`src/rtl/base58_encoder_top_defines.svh`:
```
// Assertion macros shared by the base58 encoder RTL.
`ifndef BASE58_ENCODER_TOP_DEFINES_SVH
`define BASE58_ENCODER_TOP_DEFINES_SVH

// Checks that cons holds in the same cycle as ante.
`define B58E_ASSERT_SAME(lbl, ante, cons, msg) \
    lbl: assert property (@(posedge clk) disable iff (!rst_n) (ante) |-> (cons)) \
        else $error(msg);

// Checks that cons holds in the cycle after ante.
`define B58E_ASSERT_NEXT(lbl, ante, cons, msg) \
    lbl: assert property (@(posedge clk) disable iff (!rst_n) (ante) |=> (cons)) \
        else $error(msg);

`endif

```
`src/rtl/b58e_pkg.sv`:
```
// Package with constants and the alphabet lookup for the base58 encoder.
`timescale 1ns / 1ps

package b58e_pkg;

    localparam int B58E_DIGITS = 34;
    localparam int B58E_DIGIT_W = 6;
    localparam int B58E_BYTE_W = 8;
    localparam int B58E_CHAR_W = 7;
    localparam int B58E_ACC_W = B58E_DIGIT_W + B58E_BYTE_W;
    localparam int B58E_RECIP_SHIFT = 17;
    localparam logic [11:0] B58E_RECIP = 12'd2260;

    function automatic logic [B58E_CHAR_W-1:0] b58e_char(input logic [B58E_DIGIT_W-1:0] d);
        logic [B58E_CHAR_W-1:0] dv;
        logic [B58E_CHAR_W-1:0] ch;
        dv = {1'b0, d};
        if (d <= 6'd8)
        begin
            ch = 7'd49 + dv;
        end
        else if (d <= 6'd16)
        begin
            ch = 7'd65 + dv - 7'd9;
        end
        else if (d <= 6'd21)
        begin
            ch = 7'd74 + dv - 7'd17;
        end
        else if (d <= 6'd32)
        begin
            ch = 7'd80 + dv - 7'd22;
        end
        else if (d <= 6'd43)
        begin
            ch = 7'd97 + dv - 7'd33;
        end
        else if (d <= 6'd57)
        begin
            ch = 7'd109 + dv - 7'd44;
        end
        else
        begin
            ch = 7'd49;
        end
        return ch;
    endfunction

endpackage

```
`src/rtl/base58_encoder_top.sv`:
```
// Base58 encoder: byte stream in, Bitcoin-alphabet character stream out.
// Each byte is accepted while idle, then the store rotates digit by digit
// through one shared multiply-by-256 and divide-by-58 unit.
// On a last byte, the digit pass is followed by the character string, which
// stalls on m_axis_tready; no new byte is taken until the string is done.
// Reset clears the digit store and returns the block to idle at once.
`timescale 1ns / 1ps
`include "base58_encoder_top_defines.svh"

module base58_encoder_top #(
    parameter int OUT_DIGITS = b58e_pkg::B58E_DIGITS
) (
    input  logic       clk,
    input  logic       rst_n,
    input  logic       s_axis_tvalid,
    output logic       s_axis_tready,
    input  logic [7:0] s_axis_tdata,   // [7:0] in_byte
    input  logic       s_axis_tlast,
    output logic       m_axis_tvalid,
    input  logic       m_axis_tready,
    output logic [7:0] m_axis_tdata,   // [6:0] out_char, [7] zero
    output logic       m_axis_tlast
);

    localparam int DW = b58e_pkg::B58E_DIGIT_W;
    localparam int BW = b58e_pkg::B58E_BYTE_W;
    localparam int AW = b58e_pkg::B58E_ACC_W;
    localparam int PW = AW + 12;
    localparam int SH = b58e_pkg::B58E_RECIP_SHIFT;
    localparam int CW = (OUT_DIGITS > 1) ? $clog2(OUT_DIGITS) : 1;
    localparam logic [CW-1:0] CNT_END = CW'(OUT_DIGITS - 1);

    typedef enum logic [2:0] {
        ST_IDLE = 3'b001,
        ST_CALC = 3'b010,
        ST_EMIT = 3'b100
    } state_t;

    state_t        state_reg, state_next;
    logic [CW-1:0] cnt_reg, cnt_next;
    logic [BW-1:0] carry_reg, carry_next;
    logic          last_reg, last_next;
    logic [DW-1:0] dig_reg [OUT_DIGITS];

    logic [AW-1:0] acc;
    logic [PW-1:0] prod;
    logic [BW-1:0] quot;
    logic [AW-1:0] quot58;
    logic [AW-1:0] rem_full;
    logic [DW-1:0] new_digit;
    logic          in_req;
    logic          out_req;
    logic          cnt_done;

    // Digit 0 of the store is the one under update; the store rotates so the
    // least significant digit comes first and returns there after a full pass.
    assign acc = {dig_reg[0], carry_reg};
    assign prod = PW'(acc) * PW'(b58e_pkg::B58E_RECIP);
    assign quot = prod[SH+BW-1:SH];
    assign quot58 = (AW'(quot) << 6) - (AW'(quot) << 2) - (AW'(quot) << 1);
    assign rem_full = acc - quot58;
    assign new_digit = rem_full[DW-1:0];

    assign s_axis_tready = (state_reg == ST_IDLE);
    assign m_axis_tvalid = (state_reg == ST_EMIT);
    assign m_axis_tdata = {1'b0, b58e_pkg::b58e_char(dig_reg[OUT_DIGITS-1])};
    assign m_axis_tlast = cnt_done;

    assign in_req = s_axis_tvalid && s_axis_tready;
    assign out_req = m_axis_tvalid && m_axis_tready;
    assign cnt_done = (cnt_reg == CNT_END);

    always_comb
    begin
        state_next = state_reg;
        cnt_next = cnt_reg;
        carry_next = carry_reg;
        last_next = last_reg;
        unique case (state_reg)
            ST_IDLE:
            begin
                if (in_req)
                begin
                    carry_next = s_axis_tdata;
                    last_next = s_axis_tlast;
                    cnt_next = '0;
                    state_next = ST_CALC;
                end
            end
            ST_CALC:
            begin
                carry_next = quot;
                cnt_next = cnt_reg + 1'b1;
                if (cnt_done)
                begin
                    cnt_next = '0;
                    state_next = last_reg ? ST_EMIT : ST_IDLE;
                end
            end
            ST_EMIT:
            begin
                if (out_req)
                begin
                    cnt_next = cnt_reg + 1'b1;
                    if (cnt_done)
                    begin
                        cnt_next = '0;
                        state_next = ST_IDLE;
                    end
                end
            end
            default:
            begin
                state_next = ST_IDLE;
                cnt_next = '0;
            end
        endcase
    end

    always_ff @(posedge clk or negedge rst_n)
    begin
        if (!rst_n)
        begin
            state_reg <= ST_IDLE;
            cnt_reg <= '0;
            carry_reg <= '0;
            last_reg <= 1'b0;
        end
        else
        begin
            state_reg <= state_next;
            cnt_reg <= cnt_next;
            carry_reg <= carry_next;
            last_reg <= last_next;
        end
    end

    // During an update the store rotates toward digit 0; while emitting it
    // shifts the other way, presenting the most significant digit and
    // filling with zeros so the store is clear when the string ends.
    always_ff @(posedge clk or negedge rst_n)
    begin
        if (!rst_n)
        begin
            for (int i = 0; i < OUT_DIGITS; i++)
            begin
                dig_reg[i] <= '0;
            end
        end
        else if (state_reg == ST_CALC)
        begin
            for (int i = 0; i < OUT_DIGITS - 1; i++)
            begin
                dig_reg[i] <= dig_reg[i+1];
            end
            dig_reg[OUT_DIGITS-1] <= new_digit;
        end
        else if (out_req)
        begin
            for (int i = 1; i < OUT_DIGITS; i++)
            begin
                dig_reg[i] <= dig_reg[i-1];
            end
            dig_reg[0] <= '0;
        end
    end

    `B58E_ASSERT_SAME(a_one_side, s_axis_tready, !m_axis_tvalid, "input and output both open")
    `B58E_ASSERT_NEXT(a_start_pass, in_req, (state_reg == ST_CALC) && (cnt_reg == '0),
                      "accepted byte did not start a digit pass")
    `B58E_ASSERT_NEXT(a_end_string, out_req && m_axis_tlast, s_axis_tready,
                      "block not idle after final character")
    `B58E_ASSERT_SAME(a_digit_range, m_axis_tvalid, dig_reg[OUT_DIGITS-1] <= 6'd57,
                      "digit out of base58 range")

endmodule
```
`config.mk`:
```
export PLATFORM = sky130hd
export DESIGN_NAME = base58_encoder_top
export DESIGN_NICKNAME = d
export VERILOG_FILES = /design/src/rtl/b58e_pkg.sv /design/src/rtl/base58_encoder_top.sv
export VERILOG_INCLUDE_DIRS = /design/src /design/src/rtl
export SDC_FILE = /design/constraint.sdc
export NUM_CORES = 1
export LEC_CHECK = 0
export BUFFER_PORTS_ARGS = -buffer_cell sky130_fd_sc_hd__buf_2
export CORE_ASPECT_RATIO = 0.5
export CORE_MARGIN = 1.5
export CORE_UTILIZATION = 55
export CTS_CLUSTER_SIZE = 30
export DETAILED_ROUTE_END_ITERATION = 10
export GPL_ROUTABILITY_DRIVEN = 0
export PLACE_DENSITY = 0.79
export SLEW_MARGIN = 30
export SYNTH_ARGS = -nofsm -noshare
export SYNTH_HDL_FRONTEND = slang
export SYNTH_SLANG_ARGS = --single-unit
export TNS_END_PERCENT = 50
```
`constraint.sdc`:
```
create_clock -name clk -period 8.3 [get_ports clk]
set_input_delay 2.075 -clock clk [delete_from_list [all_inputs] [get_ports clk]]
set_output_delay 2.075 -clock clk [all_outputs]
set_load 0.01 [all_outputs]
```
==> results of run 1 <==
cell usage after synthesis (all sizes together) (2+ instances only):
library cell	instances
nor2	25
xnor2	12
dfrtp	221
nand3	7
o211ai	2
o41ai	2
and2	2
o22ai	3
a221oi	2
o21a	2
nand4	4
a211oi	13
nand2	233
a21oi	25
mux2	2
nor4	2
a22oi	5
nor3	7
inv	93
buf	46
nand2b	3
xor2	3
o21bai	5
o21ai	228
a31oi	4
o311a	2
and3	3
ha	92
fa	31
mux2i	192
a311oi	2
clkbuf	32
a21o	3
o31ai	8
per-stage QoR:
stage                     setup slack (ps)  utilization
after global routing                  2010        0.611
after global placement                2510        0.577
final                                 2260        0.611
after detailed placement              2290        0.577
after CTS                             2260        0.608
after floorplan                       2740            -
worst max-delay path by stage:
stage               slack [ps]  depth (start not counted)                      to                      from
floorplan                 2740                         24  dig_reg[5]$_DFFE_PN0P_  carry_reg[5]$_DFFE_PN0P_
global placement          2510                         24  dig_reg[5]$_DFFE_PN0P_  carry_reg[5]$_DFFE_PN0P_
detailed placement        2290                         24  dig_reg[5]$_DFFE_PN0P_  carry_reg[5]$_DFFE_PN0P_
CTS                       2260                         24  dig_reg[5]$_DFFE_PN0P_  carry_reg[5]$_DFFE_PN0P_
global route              2010                         23  dig_reg[5]$_DFFE_PN0P_  carry_reg[5]$_DFFE_PN0P_
finish                    2260                         21  dig_reg[5]$_DFFE_PN0P_        acc[8]$_DFFE_PN0P_
worst max-delay path: cells and delay by family (launching register included):
family | cells | cell delay, ps
DFF | 1 | 470
AOI/OAI and AO/OA | 5 | 940
xor gates and xnor gates | 3 | 680
adders and majority gates | 8 | 3210
and+or+nand+nor | 2 | 430
buffers and inverters | 3 | 210
layout make-up:
class                           count  area (µm²)
Sequential cell                   222        5560
Inverter                           94         353
Clock inverter                      8         125
Multi-Input combinational cell    936        6840
Clock buffer                       29         586
Timing Repair Buffer               29         254
Fill cell                        1793        8980
Tap cell                          307         384
cell families after synthesis:
family,count (synthesis),synth area share
simple gates,292,0.0910
compound gates,310,0.133
fa+ha+maj,123,0.135
buf+inv,172,0.0537
other cells,1,0.000286
mux,194,0.149
flops,222,0.424
xor+xnor,16,0.0138
metal layers:
layer  vias to the layer above  routed length (µm)  GRT usage
met5                         -                   0          0
met4                         0                 423     0.0423
li1                       4509                   -          -
met3                        43                 692     0.0246
met2                       158               11100      0.330
met1                      4366               11800      0.285
==> out/results.tsv, run 1 <==
stage	metric	value	unit
place	PortBufs	22	
layout	area grow syn2layout	7.70	%
layout	nets	1440	
layout	post-route cell area	14100	µm²
clock_network	H-tree depth	1	
floorplan	num rows	39	
worst_hold_path	worst hold path type	reg2reg	
global_routing	initial antenna violation count	0	
worst_hold_path	hold path cells	2	
timing	fin crit share	0.728	
clock_network	cts-stage hold buffer count	0	
floorplan	Die Area	24800	µm²
floorplan	Initial Util	0.567	
timing	RSZ-0062 raised after global routing	false	
job	number of max-cap violations	0	
setup_path	R2R depth	21	
place	Post-DP HPWL	15900	µm
synth	Post-Syn Nets	1466	
status	status	finished clean	
setup_path	Crit Path Max Fanout	6	
global_routing	total gr overflow	0	
synth	EDFF count, synth	0	
setup_path	slowest CP cell	fa_1	
clock_network	worst skew pair latency	500	ps
timing	Worst Max-Slew Pin Slew	857	ps
synth	Synth Cell Area	13100	µm²
synth	Syn Area/Cell	9.84	µm²
timing	fmax	166	MHz
global_routing	global-route wire length before repair	42200	µm
worst_hold_path	Min-Delay Endpoint	dig_reg[18]$_DFFE_PN0P_	
global_routing	largest net degree at the start of global routing	309	
clock_network	Post-CTS Setup Bufs	0	
timing	relative slew slack	0.428	
global_routing	GRT Util Overall	0.199	
synth	count of different cell masters after synthesis	58	
place	Placed Cells	1586	
routing	DRT iter0 DRCs	941	
synth	sequential share of the synthesized area	0.424	
layout	share of cells above drive strength 1	0.0584	
place	Placed Area	13300	µm²
clock_network	clock root buffer master	clkbuf_16	
setup_path	r2r endpoint	dig_reg[5]$_DFFE_PN0P_	
synth	Synth Instances	1330	
routing	final WL	24000	µm
routing	DRC Markers	0	
layout	most frequent cells in the layout	nand2_1 (233), o21ai_0 (223), dfrtp_1 (221)	
setup_path	CP arrival	6460	ps
synth	Ys Warns	0	
floorplan	Core Area	23100	µm²
setup_path	Critical Path Sink Type	register	
floorplan	die span in y	112	µm
routing	post-DR wirelength/cell	14.8	µm
setup_path	critical path's largest stage delay	540	ps
worst_hold_path	Hold Crit Start	dig_reg[12]$_DFFE_PN0P_	
setup_path	WP data required	8720	ps
synth	Async S/R FF share, synth	1.00	
layout	Cell Count, Final, Fillers Out	1625	
clock_network	Num CTS Buffers	21	
synth	Yosys top cell by area	dfrtp_1	
timing	clk_skew	11.4	ps
synth	ys flop type	dfrtp_1	
setup_path	reg-to-reg startpoint	acc[8]$_DFFE_PN0P_	
routing	DR pass1 iterations	6	
setup_path	r2r setup slk	2260	ps
synth	Yosys top cell area share	0.422	
routing	total number of vias	9076	
layout	Largest register FFs	198	
timing	Slew Limit Fails	0	
timing	Tmin final	6040	ps
clock_network	CTS clock-pin slew for the worst setup and hold paths	70	ps
timing	Setup-failing EPs final	0	
setup_path	cell chain of the critical path	ha_1, ha_1, fa_1, fa_1, inv_1, fa_1, inv_1, ha_1, a211oi_1, o211ai_1, nor4_4, nor2_1, xnor2_1, fa_1, inv_1, ha_1, a21o_1, a21oi_1, xnor2_1, xnor3_1, o21ai_1	
routing	ANT nets after route	0	
layout	number of antenna cells inserted	0	
global_routing	vias in the first global route	8848	
timing	setup_tns	0	ps
floorplan	Die W	221	µm
clock_network	# resized after CTS	0	
clock_network	clk sinks	222	
timing	final hold vios	0	
routing	vias per inst	5.59	
synth	flops & latches, synth	222	
clock_network	CTS tree	done	
floorplan	IO Count	24	
timing	WHS	505	ps
clock_network	clock tree buffer depth	3	
synth	main area contributors after synthesis	dfrtp_1 (42%), mux2i_1 (15%), ha_1 (8.8%)	
layout	commonest non-fill, non-tap cell in the layout	nand2_1	
setup_path	critical path type	reg2reg	
setup_path	Worst setup SP type	register	
Power of run 1 is not shown: default switching activity piles up to over one toggle a cycle in this logic, so the estimate is an artifact.
==> run 2: changes to the inputs <==
==> constraint.sdc (replaced) <==
create_clock -name clk -period 6.07 [get_ports clk]
set_input_delay 1.5175 -clock clk [delete_from_list [all_inputs] [get_ports clk]]
set_output_delay 1.5175 -clock clk [all_outputs]
set_load 0.01 [all_outputs]
==> out/results.tsv, run 2 (synthesis gave the netlist of run 1 again) <==
stage	metric	value	unit
clock_network	clk sinks	222	
floorplan	Core Area	23100	µm²
timing	fmax	171	MHz
clock_network	CTS tree	done	
layout	nets	1448	
layout	most frequent cells in the layout	nand2_1 (233), o21ai_0 (223), dfrtp_1 (218)	
routing	DRT iter0 DRCs	1022	
setup_path	r2r endpoint	dig_reg[5]$_DFFE_PN0P_	
routing	total number of vias	9300	
global_routing	GRT Util Overall	0.205	
floorplan	Die W	221	µm
setup_path	Worst setup SP type	register	
clock_network	cts-stage hold buffer count	0	
setup_path	reg-to-reg startpoint	carry_reg[6]$_DFFE_PN0P_	
floorplan	die span in y	112	µm
timing	fin crit share	0.963	
timing	Setup-failing EPs final	0	
global_routing	initial antenna violation count	0	
floorplan	num rows	39	
place	setup slack at placement	172	ps
timing	final hold vios	0	
floorplan	IO Count	24	
global_routing	met1 Usage GRT	0.290	
layout	Largest register FFs	198	
timing	Tmin final	5850	ps
place	Post-DP HPWL	16400	µm
status	status	finished clean	
clock_network	Num CTS Buffers	22	
place	Placed Cells	1590	
setup_path	crit path launch	carry_reg[6]$_DFFE_PN0P_	
job	number of max-cap violations	0	
routing	post-DR wirelength/cell	15.4	µm
setup_path	Crit Path Max Fanout	5	
worst_hold_path	hold path cells	2	
clock_network	H-tree depth	1	
clock_network	CTS clock-pin slew for the worst setup and hold paths	70	ps
setup_path	R2R depth	21	
routing	ANT nets after route	0	
global_routing	met2 Track Usage GR	0.339	
floorplan	Initial Util	0.567	
setup_path	r2r setup slk	220	ps
timing	setup_tns	0	ps
worst_hold_path	worst hold path type	reg2reg	
layout	commonest non-fill, non-tap cell in the layout	nand2_1	
routing	DR pass1 iterations	6	
timing	clk_skew	17.7	ps
layout	number of antenna cells inserted	0	
clock_network	worst skew pair latency	520	ps
global_routing	total gr overflow	0	
timing	relative slew slack	0.421	
global_routing	grt peak-use layer	met2	
clock_network	clock root buffer master	clkbuf_16	
setup_path	Critical Path Sink Type	register	
routing	final WL	25200	µm
floorplan	Die Area	24800	µm²
setup_path	critical path type	reg2reg	
global_routing	routing usage on met3	0.0291	
place	PortBufs	22	
routing	vias per inst	5.69	
global_routing	vias in the first global route	9003	
timing	fin worst setup slack	224	ps
setup_path	Critical Path Sink	dig_reg[5]$_DFFE_PN0P_	
layout	area grow syn2layout	8.65	%
layout	Cell Count, Final, Fillers Out	1635	
timing	Slew Limit Fails	0	
global_routing	global-route wire length before repair	43000	µm
setup_path	CP arrival	6270	ps
setup_path	WP data required	6500	ps
clock_network	clock tree buffer depth	3	
routing	DRC Markers	0	
timing	Worst Max-Slew Pin Slew	868	ps
layout	share of cells above drive strength 1	0.0708	
global_routing	largest net degree at the start of global routing	299	
[run 2: changes by cell type in the layout (fill, tap and decap cells not counted), moves of 2 or more]
| cell | delta |
|---|---|
| clkbuf_1 | +3 |
| buf_4 | +7 |
| nor2_2 | +2 |
| nor2_1 | -2 |
| clkbuf_8 | +3 |
| dfrtp_2 | +3 |
| bufinv_16 | -3 |
| dfrtp_1 | -3 |
[run 2: worst max-delay path, cell delays in order, from the launching register on]
cell and delay, ps:
dfrtp_2 440, ha_1 310, ha_1 310, fa_1 480, fa_1 570, inv_1 60
fa_1 490, inv_1 40, ha_1 240, a211oi_2 200, o211ai_1 180, nor4_4 410
nor2_2 120, xnor2_2 170, fa_1 520, inv_1 70, ha_1 300, a21o_1 190
a21oi_1 170, xnor2_1 140, xnor3_1 220, o21ai_1 110
[run 2: worst min-delay path by stage]
stage	slack, ps	start	endpoint
floorplan	470	dig_reg[194]$_DFFE_PN0P_	acc[10]$_DFFE_PN0P_
global placement	480	dig_reg[117]$_DFFE_PN0P_	dig_reg[123]$_DFFE_PN0P_
detailed placement	490	dig_reg[98]$_DFFE_PN0P_	dig_reg[104]$_DFFE_PN0P_
CTS	510	dig_reg[75]$_DFFE_PN0P_	dig_reg[81]$_DFFE_PN0P_
global route	530	dig_reg[106]$_DFFE_PN0P_	dig_reg[112]$_DFFE_PN0P_
finish	500	dig_reg[165]$_DFFE_PN0P_	dig_reg[171]$_DFFE_PN0P_
[run 2: per-stage QoR]
stage	cell area [µm²]	util	hold slack (ps)
5_1_grt	14200	0.616	533
4_1_cts	14100	0.610	506
3_3_place_gp	13400	0.579	484
2_1_floorplan	13100	-	470
6_report	14200	0.616	503
3_5_place_dp	13400	0.579	494
[run 2: cell type report]
| class | count | area, µm² |
|---|---|---|
| fillers | 1768 | 8860 |
| inverters | 94 | 353 |
| well taps | 307 | 384 |
| clock buffers | 36 | 663 |
| multi-input cells | 936 | 6890 |
| flip-flops and latches | 222 | 5560 |
| clock inverters | 4 | 52.6 |
| repair buffers | 36 | 323 |
[run 2: per-layer routing]
metal,share of wire,up-vias
met2,0.48,195
met4,0.016,0
met3,0.039,42
met5,0,-
met1,0.47,4529
li1,-,4534
[run 2: what timing repair did]
item	4_1_cts	5_1_grt
buffers inserted	0	2
gates resized for setup	0	11
setup endpoints to repair	0	1
Power of run 2 is left out for the same reason.
==> run 3: changes to the inputs <==
--- a/config.mk
+++ b/config.mk
@@ -9,11 +9,11 @@
 export BUFFER_PORTS_ARGS = -buffer_cell sky130_fd_sc_hd__buf_2
 export CORE_ASPECT_RATIO = 0.5
 export CORE_MARGIN = 1.5
-export CORE_UTILIZATION = 55
+export CORE_UTILIZATION = 35
 export CTS_CLUSTER_SIZE = 30
 export DETAILED_ROUTE_END_ITERATION = 10
 export GPL_ROUTABILITY_DRIVEN = 0
-export PLACE_DENSITY = 0.79
+export PLACE_DENSITY = 0.57
 export SLEW_MARGIN = 30
 export SYNTH_ARGS = -nofsm -noshare
 export SYNTH_HDL_FRONTEND = slang
==> constraint.sdc (replaced) <==
create_clock -name clk -period 5.7 [get_ports clk]
set_input_delay 1.425 -clock clk [delete_from_list [all_inputs] [get_ports clk]]
set_output_delay 1.425 -clock clk [all_outputs]
set_load 0.1 [all_outputs]
==> out/results.tsv, run 3 (synthesis gave the netlist of run 1 again) <==
stage	metric	value	unit
routing	ANT nets after route	0	
timing	fin crit share	0.980	
routing	post-DR wirelength/cell	14.0	µm
clock_network	CTS tree	done	
global_routing	total gr overflow	0	
timing	clk_skew	11.1	ps
timing	Setup-failing EPs final	0	
layout	commonest non-fill, non-tap cell in the layout	nand2_1	
timing	Tmin final	5580	ps
clock_network	CTS clock-pin slew for the worst setup and hold paths	60	ps
layout	most frequent cells in the layout	nand2_1 (233), o21ai_0 (222), dfrtp_1 (219)	
layout	share of cells above drive strength 1	0.109	
place	Post-DP HPWL	17400	µm
layout	Cell Count, Final, Fillers Out	1837	
routing	DRT iter0 DRCs	539	
floorplan	IO Count	24	
setup_path	CP arrival	6020	ps
setup_path	critical path's largest stage delay	560	ps
setup_path	WP data required	6140	ps
worst_hold_path	worst hold path type	reg2reg	
routing	DR pass1 iterations	5	
setup_path	critical path type	reg2reg	
global_routing	vias in the first global route	8826	
floorplan	Die W	276	µm
clock_network	worst skew pair latency	520	ps
timing	Worst Max-Slew Pin Slew	837	ps
global_routing	initial antenna violation count	0	
setup_path	cell chain of the critical path	buf_4, ha_1, ha_1, ha_4, fa_1, inv_1, fa_1, inv_1, ha_1, nand4_1, a211oi_4, o311a_1, a211oi_2, o21ai_2, xnor2_2, fa_1, inv_1, ha_2, a21o_1, a21oi_2, xnor2_1, xnor3_1, o21ai_1	
floorplan	die span in y	140	µm
timing	RSZ-0062 raised after global routing	true	
layout	area grow syn2layout	12.9	%
timing	final hold vios	0	
global_routing	GRT Util Overall	0.133	
timing	relative slew slack	0.442	
floorplan	num rows	49	
clock_network	cts-stage hold buffer count	0	
routing	final WL	25600	µm
global_routing	global-route wire length before repair	43800	µm
clock_network	Num CTS Buffers	23	
setup_path	Worst setup SP type	register	
clock_network	clock tree buffer depth	3	
job	number of max-cap violations	0	
timing	WHS	501	ps
clock_network	clock root buffer master	clkbuf_16	
floorplan	Core Area	36400	µm²
clock_network	H-tree depth	1	
timing	Slew Limit Fails	0	
setup_path	Critical Path Sink Type	register	
routing	vias per inst	4.95	
place	Placed Cells	1790	
routing	total number of vias	9098	
layout	number of antenna cells inserted	0	
layout	nets	1474	
layout	Largest register FFs	198	
routing	DRC Markers	0	
floorplan	Initial Util	0.360	
status	status	finished clean	
setup_path	slowest CP cell	fa_1	
clock_network	clk sinks	222	
setup_path	Crit Path Max Fanout	6	
layout	Core Util, Final	0.406	
timing	setup_tns	0	ps
floorplan	Die Area	38600	µm²
timing	fmax	179	MHz
global_routing	largest net degree at the start of global routing	133	
place	PortBufs	22	
==> run 3: final timing paths <==
| path | from | end | slack [ps] | depth (start not counted) |
|---|---|---|---|---|
| max | carry_reg[4]$_DFFE_PN0P_ | dig_reg[5]$_DFFE_PN0P_ | 120 | 23 |
| min | dig_reg[105]$_DFFE_PN0P_ | dig_reg[111]$_DFFE_PN0P_ | 500 | 2 |
| max reg2reg | carry_reg[4]$_DFFE_PN0P_ | dig_reg[5]$_DFFE_PN0P_ | 120 | 23 |
| min reg2reg | dig_reg[105]$_DFFE_PN0P_ | dig_reg[111]$_DFFE_PN0P_ | 500 | 2 |
| max in group asynchronous | rst_n | dig_reg[118]$_DFFE_PN0P_ | 3670 | 2 |
| min in group asynchronous | rst_n | dig_reg[116]$_DFFE_PN0P_ | 920 | 1 |
==> run 3: per-layer routing <==
metal	vias to the layer above	part of all wire	track usage
met3	34	0.033	0.0205
met5	-	0	0
met2	117	0.44	0.209
met1	4360	0.52	0.195
met4	0	0.015	0.0276
li1	4587	-	-
==> run 3: timing repair <==
| action | 4_1_cts | 5_1_grt |
|---|---|---|
| setup endpoints to repair | 1 | 3 |
| buffers inserted | 3 | 4 |
| pin swaps | 10 | 27 |
| gates resized for setup | 15 | 26 |
==> run 3: final cells by class <==
| class | count | area, µm² |
|---|---|---|
| Timing Repair Buffer | 61 | 470 |
| Clock buffer | 37 | 708 |
| Inverter | 94 | 353 |
| Fill cell | 3522 | 21600 |
| Tap cell | 484 | 606 |
| Multi-Input combinational cell | 936 | 7050 |
| Sequential cell | 222 | 5560 |
| Clock inverter | 3 | 33.8 |
==> run 3: worst max-delay path, delay by kind of cell, from the launching register on <==
family / cells / cell delay, ps
simple gates: 1 / 150
buf+inv: 4 / 340
flops: 1 / 410
xor+xnor: 3 / 530
compound gates: 7 / 1250
fa+ha+maj: 8 / 2840
==> run 3: per-stage QoR <==
step | setup WS [ps] | area, µm²
2_1_floorplan | 141 | 13100
3_3_place_gp | 25.4 | 13700
3_5_place_dp | -77.9 | 13800
4_1_cts | 2.89 | 14600
5_1_grt | -140 | 14800
6_report | 116 | 14800
Power of run 3 is left out for the same reason.
